==> src/hdl/abenv_pkg.sv <==
// Package for the acid-bass envelope generator: command/status structs,
// register index codes, FSM states and coefficient reset values. No dependencies.
`default_nettype none

package abenv_pkg;

    localparam int COEF_BITS = 24;
    localparam int OUT_W     = 25;
    localparam int NUM_REGS  = 8;

    typedef enum logic [2:0] {
        REG_FILTER_ATTACK = 3'd0,
        REG_FILTER_DECAY  = 3'd1,
        REG_ACCENT_DECAY  = 3'd2,
        REG_AMP_ATTACK    = 3'd3,
        REG_AMP_HOLD      = 3'd4,
        REG_AMP_DRAIN     = 3'd5,
        REG_SWEEP_DIS     = 3'd6,
        REG_ACC_SMOOTH    = 3'd7
    } t_reg_idx;

    typedef logic [COEF_BITS-1:0] t_coef;

    localparam t_coef COEF_RESET [NUM_REGS] = '{
        24'd65000, 24'd16768000, 24'd16760000, 24'd126000,
        24'd16776466, 24'd16612000, 24'd16769124, 24'd244000
    };

    typedef enum logic [1:0] {
        KIND_TICK     = 2'd0,
        KIND_NOTE_ON  = 2'd1,
        KIND_NOTE_OFF = 2'd2
    } t_kind;

    typedef enum logic [1:0] {
        LVL_FILTER,
        LVL_AMP,
        LVL_SWEEP,
        LVL_ACC
    } t_lvl_sel;

    typedef enum logic [3:0] {
        COEF_F_ATT,
        COEF_F_DEC,
        COEF_ACC_DEC,
        COEF_A_ATT,
        COEF_A_HOLD,
        COEF_A_DRAIN,
        COEF_SW_DIS,
        COEF_SW_CHG,
        COEF_ACC_SM
    } t_coef_sel;

    typedef enum logic {
        MODE_SCALE,
        MODE_APPROACH
    } t_mode;

    typedef enum logic [1:0] {
        TGT_ONE,
        TGT_FILTER,
        TGT_ZERO
    } t_tgt_sel;

    typedef struct packed {
        t_lvl_sel  lvl_sel;
        t_coef_sel coef_sel;
        t_mode     mode;
        t_tgt_sel  tgt_sel;
        logic      mul_en;
        logic      wb_en;
        logic      out_load;
    } t_dp_cmd;

    typedef struct packed {
        logic below_one;
        logic reach_thresh;
    } t_dp_sts;

    typedef enum logic [3:0] {
        ST_IDLE,
        ST_FILT_MUL,
        ST_FILT_WB,
        ST_AMP_MUL,
        ST_AMP_WB,
        ST_SWP_MUL,
        ST_SWP_WB,
        ST_ACC_MUL,
        ST_ACC_WB,
        ST_OUT
    } t_state;

endpackage

`default_nettype wire

==> src/hdl/abenv_dp.sv <==
// Datapath: coefficient registers, four level registers, shared multiplier
// and writeback adder, output payload registers. Depends on abenv_pkg.
`default_nettype none

module abenv_dp #(
    parameter int FRAC_BITS = 24
) (
    input  wire logic                       i_clk,
    input  wire logic                       i_rst_n,
    input  wire logic                       i_cfg_we,
    input  wire abenv_pkg::t_reg_idx        i_cfg_index,
    input  wire logic [abenv_pkg::COEF_BITS-1:0] i_cfg_data,
    input  wire abenv_pkg::t_dp_cmd         i_cmd,
    output abenv_pkg::t_dp_sts              o_sts,
    output logic [abenv_pkg::OUT_W-1:0]     o_filter_level,
    output logic [abenv_pkg::OUT_W-1:0]     o_amp_level,
    output logic [abenv_pkg::OUT_W-1:0]     o_sweep_level,
    output logic [abenv_pkg::OUT_W-1:0]     o_accent_amp_level
);
    import abenv_pkg::*;

    localparam int LW = FRAC_BITS + 1;
    localparam int BW = COEF_BITS + 1;
    localparam int PW = LW + BW;
    localparam logic [LW-1:0] LEVEL_ONE = {1'b1, {FRAC_BITS{1'b0}}};
    localparam longint unsigned THRESH_L =
        ((64'd99 << FRAC_BITS) + 64'd50) / 64'd100;
    localparam logic [LW-1:0] LEVEL_THRESH = THRESH_L[LW-1:0];

    t_coef r_coef [NUM_REGS];
    logic [LW-1:0] r_filter, r_amp, r_sweep, r_acc;
    logic [PW-1:0] r_prod;
    logic [LW-1:0] r_base;
    logic          r_up;
    t_mode         r_mode;

    logic [LW-1:0] lvl_cur, tgt, mul_a, step, res;
    logic [BW-1:0] mul_b;
    logic [LW:0]   sum;
    logic          up;

    // coefficient registers
    always_ff @(posedge i_clk) begin
        if (!i_rst_n) begin
            for (int i = 0; i < NUM_REGS; i++) begin
                r_coef[i] <= COEF_RESET[i];
            end
        end else if (i_cfg_we) begin
            r_coef[i_cfg_index] <= i_cfg_data;
        end
    end

    always_comb begin
        case (i_cmd.lvl_sel)
            LVL_FILTER: lvl_cur = r_filter;
            LVL_AMP:    lvl_cur = r_amp;
            LVL_SWEEP:  lvl_cur = r_sweep;
            LVL_ACC:    lvl_cur = r_acc;
            default:    lvl_cur = r_filter;
        endcase
        case (i_cmd.tgt_sel)
            TGT_ONE:    tgt = LEVEL_ONE;
            TGT_FILTER: tgt = r_filter;
            default:    tgt = '0;
        endcase
        case (i_cmd.coef_sel)
            COEF_F_ATT:   mul_b = {1'b0, r_coef[REG_FILTER_ATTACK]};
            COEF_F_DEC:   mul_b = {1'b0, r_coef[REG_FILTER_DECAY]};
            COEF_ACC_DEC: mul_b = {1'b0, r_coef[REG_ACCENT_DECAY]};
            COEF_A_ATT:   mul_b = {1'b0, r_coef[REG_AMP_ATTACK]};
            COEF_A_HOLD:  mul_b = {1'b0, r_coef[REG_AMP_HOLD]};
            COEF_A_DRAIN: mul_b = {1'b0, r_coef[REG_AMP_DRAIN]};
            COEF_SW_DIS:  mul_b = {1'b0, r_coef[REG_SWEEP_DIS]};
            // charge fraction: one minus the discharge multiplier
            COEF_SW_CHG:  mul_b = {1'b1, {COEF_BITS{1'b0}}} - {1'b0, r_coef[REG_SWEEP_DIS]};
            COEF_ACC_SM:  mul_b = {1'b0, r_coef[REG_ACC_SMOOTH]};
            default:      mul_b = '0;
        endcase
        up = (tgt >= lvl_cur);
        if (i_cmd.mode == MODE_SCALE) begin
            mul_a = lvl_cur;
        end else if (up) begin
            mul_a = tgt - lvl_cur;
        end else begin
            mul_a = lvl_cur - tgt;
        end
    end

    always_ff @(posedge i_clk) begin
        if (i_cmd.mul_en) begin
            r_prod <= {{BW{1'b0}}, mul_a} * {{LW{1'b0}}, mul_b};
            r_base <= lvl_cur;
            r_up   <= up;
            r_mode <= i_cmd.mode;
        end
    end

    // step never exceeds the level or the distance to target, so LW bits hold it
    always_comb begin
        step = r_prod[COEF_BITS +: LW];
        sum  = {1'b0, r_base} + {1'b0, step};
        if (r_mode == MODE_SCALE) begin
            res = step;
        end else if (r_up) begin
            res = (sum > {1'b0, LEVEL_ONE}) ? LEVEL_ONE : sum[LW-1:0];
        end else begin
            res = r_base - step;
        end
    end

    assign o_sts.below_one    = (lvl_cur < LEVEL_ONE);
    assign o_sts.reach_thresh = (res >= LEVEL_THRESH);

    always_ff @(posedge i_clk) begin
        if (!i_rst_n) begin
            r_filter <= '0;
            r_amp    <= '0;
            r_sweep  <= '0;
            r_acc    <= '0;
        end else if (i_cmd.wb_en) begin
            case (i_cmd.lvl_sel)
                LVL_FILTER: r_filter <= res;
                LVL_AMP:    r_amp    <= res;
                LVL_SWEEP:  r_sweep  <= res;
                LVL_ACC:    r_acc    <= res;
                default:    r_filter <= res;
            endcase
        end
    end

    function automatic logic [OUT_W-1:0] to_out(input logic [LW-1:0] v);
        logic [LW+OUT_W-1:0] w;
        w = {{OUT_W{1'b0}}, v};
        return w[OUT_W-1:0];
    endfunction

    always_ff @(posedge i_clk) begin
        if (i_cmd.out_load) begin
            o_filter_level     <= to_out(r_filter);
            o_amp_level        <= to_out(r_amp);
            o_sweep_level      <= to_out(r_sweep);
            o_accent_amp_level <= to_out(r_acc);
        end
    end

endmodule

`default_nettype wire

==> src/hdl/abenv_ctrl.sv <==
// Controller: note/gate flags and the tick sequencer that drives the datapath.
// Depends on abenv_pkg.
`default_nettype none

module abenv_ctrl (
    input  wire logic               i_clk,
    input  wire logic               i_rst_n,
    input  wire logic               i_valid,
    output logic                    o_ready,
    input  wire logic [1:0]         i_kind,
    input  wire logic               i_accent,
    input  wire logic               i_slide,
    output logic                    o_valid,
    input  wire logic               i_ready,
    input  wire abenv_pkg::t_dp_sts i_sts,
    output abenv_pkg::t_dp_cmd      o_cmd
);
    import abenv_pkg::*;

    t_state r_state, n_state;
    logic r_filter_rising, n_filter_rising;
    logic r_amp_rising, n_amp_rising;
    logic r_gate_high, n_gate_high;
    logic r_accented, n_accented;
    logic r_attack, n_attack;
    logic r_out_valid, n_out_valid;
    logic follow;

    always_ff @(posedge i_clk) begin
        if (!i_rst_n) begin
            r_state         <= ST_IDLE;
            r_filter_rising <= 1'b0;
            r_amp_rising    <= 1'b0;
            r_gate_high     <= 1'b0;
            r_accented      <= 1'b0;
            r_attack        <= 1'b0;
            r_out_valid     <= 1'b0;
        end else begin
            r_state         <= n_state;
            r_filter_rising <= n_filter_rising;
            r_amp_rising    <= n_amp_rising;
            r_gate_high     <= n_gate_high;
            r_accented      <= n_accented;
            r_attack        <= n_attack;
            r_out_valid     <= n_out_valid;
        end
    end

    assign o_ready = (r_state == ST_IDLE);
    assign o_valid = r_out_valid;
    assign follow  = r_accented && r_gate_high;

    always_comb begin
        n_state         = r_state;
        n_filter_rising = r_filter_rising;
        n_amp_rising    = r_amp_rising;
        n_gate_high     = r_gate_high;
        n_accented      = r_accented;
        n_attack        = r_attack;
        n_out_valid     = r_out_valid && !i_ready;
        o_cmd.lvl_sel   = LVL_FILTER;
        o_cmd.coef_sel  = COEF_F_DEC;
        o_cmd.mode      = MODE_SCALE;
        o_cmd.tgt_sel   = TGT_ONE;
        o_cmd.mul_en    = 1'b0;
        o_cmd.wb_en     = 1'b0;
        o_cmd.out_load  = 1'b0;
        case (r_state)
            ST_IDLE: begin
                if (i_valid) begin
                    case (t_kind'(i_kind))
                        KIND_TICK: n_state = ST_FILT_MUL;
                        KIND_NOTE_ON: begin
                            n_gate_high     = 1'b1;
                            n_accented      = i_accent;
                            n_filter_rising = !i_slide;
                            n_amp_rising    = !i_slide;
                        end
                        KIND_NOTE_OFF: begin
                            n_gate_high     = 1'b0;
                            n_filter_rising = 1'b0;
                            n_amp_rising    = 1'b0;
                        end
                        default: ;
                    endcase
                end
            end
            ST_FILT_MUL: begin
                o_cmd.lvl_sel = LVL_FILTER;
                o_cmd.mul_en  = 1'b1;
                if (r_filter_rising && i_sts.below_one) begin
                    o_cmd.mode     = MODE_APPROACH;
                    o_cmd.coef_sel = COEF_F_ATT;
                    n_attack       = 1'b1;
                end else begin
                    o_cmd.coef_sel = r_accented ? COEF_ACC_DEC : COEF_F_DEC;
                    n_attack       = 1'b0;
                end
                n_state = ST_FILT_WB;
            end
            ST_FILT_WB: begin
                o_cmd.lvl_sel = LVL_FILTER;
                o_cmd.wb_en   = 1'b1;
                if (r_attack && i_sts.reach_thresh) begin
                    n_filter_rising = 1'b0;
                end
                n_state = ST_AMP_MUL;
            end
            ST_AMP_MUL: begin
                o_cmd.lvl_sel = LVL_AMP;
                o_cmd.mul_en  = 1'b1;
                n_attack      = 1'b0;
                if (!r_gate_high) begin
                    o_cmd.coef_sel = COEF_A_DRAIN;
                end else if (r_amp_rising && i_sts.below_one) begin
                    o_cmd.mode     = MODE_APPROACH;
                    o_cmd.coef_sel = COEF_A_ATT;
                    n_attack       = 1'b1;
                end else begin
                    o_cmd.coef_sel = COEF_A_HOLD;
                end
                n_state = ST_AMP_WB;
            end
            ST_AMP_WB: begin
                o_cmd.lvl_sel = LVL_AMP;
                o_cmd.wb_en   = 1'b1;
                if (r_attack && i_sts.reach_thresh) begin
                    n_amp_rising = 1'b0;
                end
                n_state = ST_SWP_MUL;
            end
            ST_SWP_MUL: begin
                o_cmd.lvl_sel = LVL_SWEEP;
                o_cmd.mul_en  = 1'b1;
                if (follow) begin
                    o_cmd.mode     = MODE_APPROACH;
                    o_cmd.tgt_sel  = TGT_FILTER;
                    o_cmd.coef_sel = COEF_SW_CHG;
                end else begin
                    o_cmd.coef_sel = COEF_SW_DIS;
                end
                n_state = ST_SWP_WB;
            end
            ST_SWP_WB: begin
                o_cmd.lvl_sel = LVL_SWEEP;
                o_cmd.wb_en   = 1'b1;
                n_state       = ST_ACC_MUL;
            end
            ST_ACC_MUL: begin
                o_cmd.lvl_sel  = LVL_ACC;
                o_cmd.mul_en   = 1'b1;
                o_cmd.mode     = MODE_APPROACH;
                o_cmd.tgt_sel  = follow ? TGT_FILTER : TGT_ZERO;
                o_cmd.coef_sel = COEF_ACC_SM;
                n_state        = ST_ACC_WB;
            end
            ST_ACC_WB: begin
                o_cmd.lvl_sel = LVL_ACC;
                o_cmd.wb_en   = 1'b1;
                n_state       = ST_OUT;
            end
            ST_OUT: begin
                // wait here while the previous beat is still unclaimed
                if (!r_out_valid || i_ready) begin
                    o_cmd.out_load = 1'b1;
                    n_out_valid    = 1'b1;
                    n_state        = ST_IDLE;
                end
            end
            default: n_state = ST_IDLE;
        endcase
    end

endmodule

`default_nettype wire

==> src/hdl/acid_bass_envelope_generator.sv <==
// Top level of the acid-bass envelope generator: controller plus datapath.
// Depends on abenv_pkg, abenv_ctrl and abenv_dp.
//
// Four exponential envelope levels in unsigned Q1.FRAC_BITS (filter, amplitude,
// accent sweep capacitor, smoothed accent amplitude), driven by a stream of
// event beats: sample tick, note on (accent, slide) and note off. Note events
// and the unused kind code produce no output beat. From its acceptance, a tick
// runs the four level updates in order through one shared multiplier, each as
// a multiply step and a writeback step, and then loads the output register.
// Events are taken only in idle, so the next one waits until a tick is done.
// The sweep and accent amplitude updates see the filter level of the same tick.
// The output register holds a finished beat while the next event is accepted;
// a tick that finishes while that beat is still unclaimed waits for it.
// Coefficients are Q0.24 registers written over the configuration port
// (index 0..7 in the order filter attack, filter decay, accent decay, amp
// attack, amp hold decay, amp drain, sweep discharge, accent smoothing); write
// them only while the block is idle. Output fields are the levels zero
// extended, or masked to 25 bits when FRAC_BITS exceeds 24.
`default_nettype none

module acid_bass_envelope_generator #(
    parameter int FRAC_BITS = 24
) (
    input  wire logic                           i_clk,
    input  wire logic                           i_rst_n,
    // event channel
    input  wire logic                           i_valid,
    output logic                                o_ready,
    input  wire logic [1:0]                     i_kind,
    input  wire logic                           i_accent,
    input  wire logic                           i_slide,
    // result channel
    output logic                                o_valid,
    input  wire logic                           i_ready,
    output logic [abenv_pkg::OUT_W-1:0]         o_filter_level,
    output logic [abenv_pkg::OUT_W-1:0]         o_amp_level,
    output logic [abenv_pkg::OUT_W-1:0]         o_sweep_level,
    output logic [abenv_pkg::OUT_W-1:0]         o_accent_amp_level,
    // configuration write channel
    input  wire logic                           i_cfg_valid,
    output logic                                o_cfg_ready,
    input  wire logic [2:0]                     i_cfg_index,
    input  wire logic [abenv_pkg::COEF_BITS-1:0] i_cfg_data
);
    import abenv_pkg::*;

    t_dp_cmd cmd;
    t_dp_sts sts;
    logic    cfg_we;

    // register writes are always taken; the register file has no busy time
    assign o_cfg_ready = 1'b1;
    assign cfg_we      = i_cfg_valid && o_cfg_ready;

    abenv_ctrl u_ctrl (
        .i_clk    (i_clk),
        .i_rst_n  (i_rst_n),
        .i_valid  (i_valid),
        .o_ready  (o_ready),
        .i_kind   (i_kind),
        .i_accent (i_accent),
        .i_slide  (i_slide),
        .o_valid  (o_valid),
        .i_ready  (i_ready),
        .i_sts    (sts),
        .o_cmd    (cmd)
    );

    abenv_dp #(
        .FRAC_BITS (FRAC_BITS)
    ) u_dp (
        .i_clk              (i_clk),
        .i_rst_n            (i_rst_n),
        .i_cfg_we           (cfg_we),
        .i_cfg_index        (t_reg_idx'(i_cfg_index)),
        .i_cfg_data         (i_cfg_data),
        .i_cmd              (cmd),
        .o_sts              (sts),
        .o_filter_level     (o_filter_level),
        .o_amp_level        (o_amp_level),
        .o_sweep_level      (o_sweep_level),
        .o_accent_amp_level (o_accent_amp_level)
    );

endmodule

`default_nettype wire

==> config.mk <==
export PLATFORM = sky130hd
export DESIGN_NAME = acid_bass_envelope_generator
export DESIGN_NICKNAME = d
export VERILOG_FILES = /design/src/hdl/abenv_pkg.sv /design/src/hdl/abenv_dp.sv /design/src/hdl/abenv_ctrl.sv /design/src/hdl/acid_bass_envelope_generator.sv
export SDC_FILE = /design/constraint.sdc
export NUM_CORES = 2
export LEC_CHECK = 0
export ABC_AREA = 1
export BUFFER_PORTS_ARGS = -buffer_cell sky130_fd_sc_hd__buf_2
export CAP_MARGIN = 5
export CORE_MARGIN = 1.5
export CORE_UTILIZATION = 27
export CTS_CLUSTER_SIZE = 25
export DETAILED_ROUTE_END_ITERATION = 6
export PLACE_DENSITY = 0.41
export SLEW_MARGIN = 40
export SYNTH_ARGS = -nofsm -noshare
export SYNTH_HDL_FRONTEND = slang
export SYNTH_HIERARCHICAL = 1
export SYNTH_SLANG_ARGS = --single-unit
==> constraint.sdc <==
create_clock -name i_clk -period 13.6 [get_ports i_clk]
set_input_delay 2.72 -clock i_clk [delete_from_list [all_inputs] [get_ports i_clk]]
set_output_delay 2.72 -clock i_clk [all_outputs]
set_load 0.03 [all_outputs]
**Word level (Yosys, flattened, before mapping)**

Memory sizes are Yosys's and may differ from the RTL's.
Index checks and enable logic that the tools add are counted.

- Bits in registers: 286
- RAM bits: 192
- Output and inout bits: 103
- Memories kept: 1

- $add $sub $neg: 5
- Multipliers: 1
- Order comparisons: 4
- Eq/ne operators: 29
- Muxes and demuxes: 45
- Reductions and logical operators: 33

Memory list:

| memory | depth | width | rd ports | clocked after Yosys merged registers in | write ports | RTL line | text |
|---|---|---|---|---|---|---|---|
| u_dp.r_coef | 8 | 24 | 8 | 0 | 8 | abenv_dp.sv:30 | `t_coef r_coef [NUM_REGS];` |

Operators by type and width:

| kind | count |
|---|---|
| case mux 25 bit (9 select lines) | 1 |
| two-way mux 25 bit | 5 |
| case mux 25 bit (4 select lines) | 1 |
| subtractor 25 bit | 3 |
| case mux 25 bit (2 select lines) | 1 |
| multiplier 25 x 25 -> 49 bit | 1 |
| case mux 4 bit (10 select lines) | 1 |
| == test 4 x 3 -> 1 bit (second input constant) | 8 |
| adder 25 x 25 -> 26 bit | 1 |
| > comparator 26 x 25 -> 1 bit (second input constant) | 1 |
| greater-or-equal comparator 25 x 24 -> 1 bit (second input constant) | 1 |
| greater-or-equal comparator 25 bit | 1 |
| less-than comparator 25 bit (second input constant) | 1 |
| subtractor 25 x 24 -> 25 bit (first input constant) | 1 |
| two-way mux 24 bit | 1 |
| OR reduction 24 bit | 1 |
| two-way mux 4 bit | 5 |
| case mux 5 bit (4 select lines) | 1 |
| two-way mux 1 bit | 17 |
| == test 4 x 2 -> 1 bit (second input constant) | 4 |
| == test 4 bit (second input constant) | 3 |
| case mux 1 bit (2 select lines) | 5 |
| two-way mux 3 bit | 3 |
| AND reduction 3 bit | 3 |
| other kinds (19) | 47 |

**Depth between registers and ports, before layout**

- Depth in word-level cells: 13
- Depth in mapped cells: 64
- Gate-level depth less buffers: 61

**Hierarchy**

Netlist, hierarchy kept.

By module, submodules not included:

| module | times used | cells each | area each (sq um) | seq. area each (sq um) |
|---|---|---|---|---|
| abenv_dp | 1 | 5410 | 44725.4 | 12331.8 |
| abenv_ctrl | 1 | 123 | 743.2 | 200.2 |
| acid_bass_envelope_generator | 1 | 2 | 11.3 | 0.0 |

**Worst setup path before layout**

No wires, ideal clock.

- Kind: register -> register
- From: reg u_ctrl.r_state[3]
- To: reg u_dp.r_prod[48] (data pin)
- Library setup time: 0.263 ns
- Arrival time: 9.386 ns
- Path slack: 3.952 ns
- Cell stages (with the launch flop): 51
- Buffers on the path: 3
- Period minus slack after synthesis: 9.648 ns
- Cells stage by stage: dfxtp_1 -> inv_1 -> nand2_1 -> nor2_1 -> a21oi_1 -> nand2_1 -> nor2_1 -> inv_1 -> o21ai_0 -> nand2_1 -> inv_1 -> nor2_1 -> nand2_1 -> o2111ai_1 -> inv_2 -> nand2_1 -> nor3_1 -> buf_2 -> [15 not listed] -> fa_1 -> inv_1 -> fa_1 -> inv_1 -> fa_1 -> inv_1 -> ha_1 -> a21oi_1 -> o21ai_0 -> nand2_1 -> nand2_1 -> a31oi_1 -> nor2_1 -> a2111oi_0 -> nand2_1 -> nand2_1 -> nand2_1 -> xor2_1

RTL lines:

| item | RTL line | text |
|---|---|---|
| start: declaration | abenv_ctrl.sv:20 | `t_state r_state, n_state;` |
| start signal: assignment | abenv_ctrl.sv:39 | `r_state <= n_state;` |
| end signal: assignment | abenv_dp.sv:91 | `r_prod <= {{BW{1'b0}}, mul_a} * {{LW{1'b0}}, mul_b};` |
| end: declaration | abenv_dp.sv:32 | `logic [PW-1:0] r_prod;` |

==> results.ini <==
[run_status]
status=complete, but fails checks
violations=design-rule violations

[sta]
rsz0062_at_grt=false
timing.final.crit_share=0.932
worst_slew_pin_slew_ns=0.902
hold_violations=0
setup_tns_ns=0
max_freq_mhz=78.9
min_period_ns=12.68
slew_violations=0
setup_viol=0
hold-worst-slack_ns=0.434
skew_ns=0.0702
relSlewSlack=0.397

[yosys]
ys_types=66
yosys_register_bits=454
synth.top_cell.area_share=0.232
synthTopCellsByCount=1166 x nand2_1, 1162 x inv_1, 590 x nor2_1
yosys.area.top_type=fa_1
synth_edf_count=344
syn_area_um2=45500
synth_area_leaders=fa_1 23%, edfxtp_1 23%, nand2_1 9.6%, inv_1 9.6%, ha_1 7.7%
syn_avg_cell_area_um2=8.22
synth.most_common_cell=nand2_1
yosys_warnings=6
ys_seq_area_frac=0.276
syn_inst=5535
synthArstFlopShare=0
synth_ff_type=edfxtp_1
synth_nets=6378

[route]
wirelength_um=174000
ant_nets=0
wl_per_cell_um=22.1
drt-initial-drc-count=2546
viasPerCell=4.73
drc=1
dr.pass1.iters=7
vias=37300

[final_layout]
area_growth_syn_to_layout_pct=11.4
antenna_cells=0
drive_above_1_share=0.0821
fin_util=0.303
nets=6486

[placed_design]
hpwlAfterDp_um=141000
io_buffers=137
routabilityCongestion=0.908

[global_routing]
grt_pass1_wl_um=258000
grt_overflow=0
grt_max_degree=76
grt_use_met2=0.344
busiest_layer=met2
track_usage=0.204
grt_antenna_before_repair=3
use_met1=0.283
global_route.usage.met3=0.0196
grt_pass1_vias=38200

[floorplan]
die_area_um2=171000
coreArea_um2=167000
fp.dieW_um=413
io_pins=139
start_util=0.272
die_y_um=413
num_rows=150

[critical_path]
crit_path_top_delay_cell=clkinv_1
crit_required_ns=14.00
slowest_delay_ns=0.71
worst_setup_path_start_kind=flip-flop
path_class=flip-flop to flip-flop
cpMostUsedCell=nand2_1
r2r_cells=51
cp.arrival_ns=13.08
endpoint_kind=flip-flop
critPathMaxFanout=29

[clock_network]
clk_pin_slew_ns=0.06
clk_latency_ns=0.67
cts_tree=done
post_cts_buffers=0
cts-hold-fix-buffers=0
cts.path.max_buffers=3
cts_resized=0
cts_buffers=52
cts_root_buffer=clkbuf_16
numClockSinks=454
cts_max_level=2

[worst_hold_path]
holdPathStages=0
hold_class=flip-flop to flip-flop

[job]
drv_cap=0

placed cells by master, fill, tap and decap left out, types with 23 or more instances in the layout:
master     count
nand2_1     1163
inv_1       1157
nor2_1       581
fa_1         528
edfxtp_1     344
ha_1         279
a21oi_1      277
o21ai_0      244
nand3_1      175
buf_2        137
dfxtp_1      110
buf_4        101
clkbuf_16     52
xor2_1        42
inv_2         32
nand4_1       32
o21bai_1      30
o21ai_1       23
final cells by class:
| class | instances | area, um2 |
|---|---|---|
| Fill cell | 18100 | 117000 |
| Multi-Input combinational cell | 3694 | 27700 |
| Sequential cell | 454 | 12500 |
| Inverter | 1201 | 4510 |
| Tap cell | 2204 | 2760 |
| Timing Repair Buffer | 240 | 1480 |
| Clock buffer | 62 | 1350 |
| Clock inverter | 35 | 409 |
registers in the layout (all words and copies together), names as in the netlist:
register,count
u_dp/r_prod,25
u_dp/r_sweep,25
u_dp/o_accent_amp_level,25
u_dp/o_sweep_level,25
u_ctrl/r_state,4
u_dp/r_up,1
u_dp/r_coef,192
u_dp/r_acc,25
u_dp/r_base,25
u_dp/o_amp_level,25
u_dp/o_filter_level,25
u_ctrl/r_gate_high,1
u_ctrl/r_amp_rising,1
u_dp/r_filter,25
u_dp/r_mode,1
u_ctrl/r_attack,1
u_ctrl/o_valid,1
u_ctrl/r_filter_rising,1
u_ctrl/r_accented,1
u_dp/r_amp,25
worst paths after layout:
kind / startpoint / to / slack, ns
worst max-delay path: u_ctrl/r_state[1]$_SDFFE_PN0P_ / u_dp/r_prod[48]$_DFFE_PP_ / 0.92
worst min-delay path: u_dp/r_acc[13]$_SDFFE_PN0P_ / u_dp/o_accent_amp_level[13]$_DFFE_PP_ / 0.43
worst max register to register: u_ctrl/r_state[1]$_SDFFE_PN0P_ / u_dp/r_prod[48]$_DFFE_PP_ / 0.92
worst min register to register: u_dp/r_acc[13]$_SDFFE_PN0P_ / u_dp/o_accent_amp_level[13]$_DFFE_PP_ / 0.43
routing by layer:
layer  wire [um]  vias up  part of all wire
met5          13        -          0.000075
li1            -    17400                 -
met4        3880        2             0.022
met2       82200      992              0.47
met3        7310      183             0.042
met1       81100    18800              0.46
metrics by stage:
stage,cell area [um2],setup slack [ns],instances
2_1_floorplan,45500,3.95,5535
3_3_place_gp,48900,0.826,7792
3_5_place_dp,48900,1.19,7792
4_1_cts,50700,1.14,7889
5_1_grt,50700,0.102,7890
6_report,50700,0.919,7890
cell families (layout without fill, tap and decap cells):
family	Yosys count	in the layout	synth area share
mux	2	2	0.000440
xor+xnor	58	58	0.0113
fa+ha+maj	807	807	0.309
buf+inv	1387	1538	0.119
compound gates	741	741	0.0957
other cells	1	1	0.0000825
simple gates	2085	2085	0.189
flops	454	454	0.276
critical path: cells and delay by family, from the launching register on:
family                   cells  cell delay, ns
adder cells (fa/ha/maj)      9            4.23
AND/OR/NAND/NOR             18            2.89
buffers and inverters       12            2.16
AO/OA/AOI/OAI               10            2.10
flip-flops                   1            0.50
multiplexers                 1            0.34
XOR/XNOR                     1            0.16
Power is not shown: default switching activity piles up to over one toggle a cycle in this logic, so the estimate is an artifact.
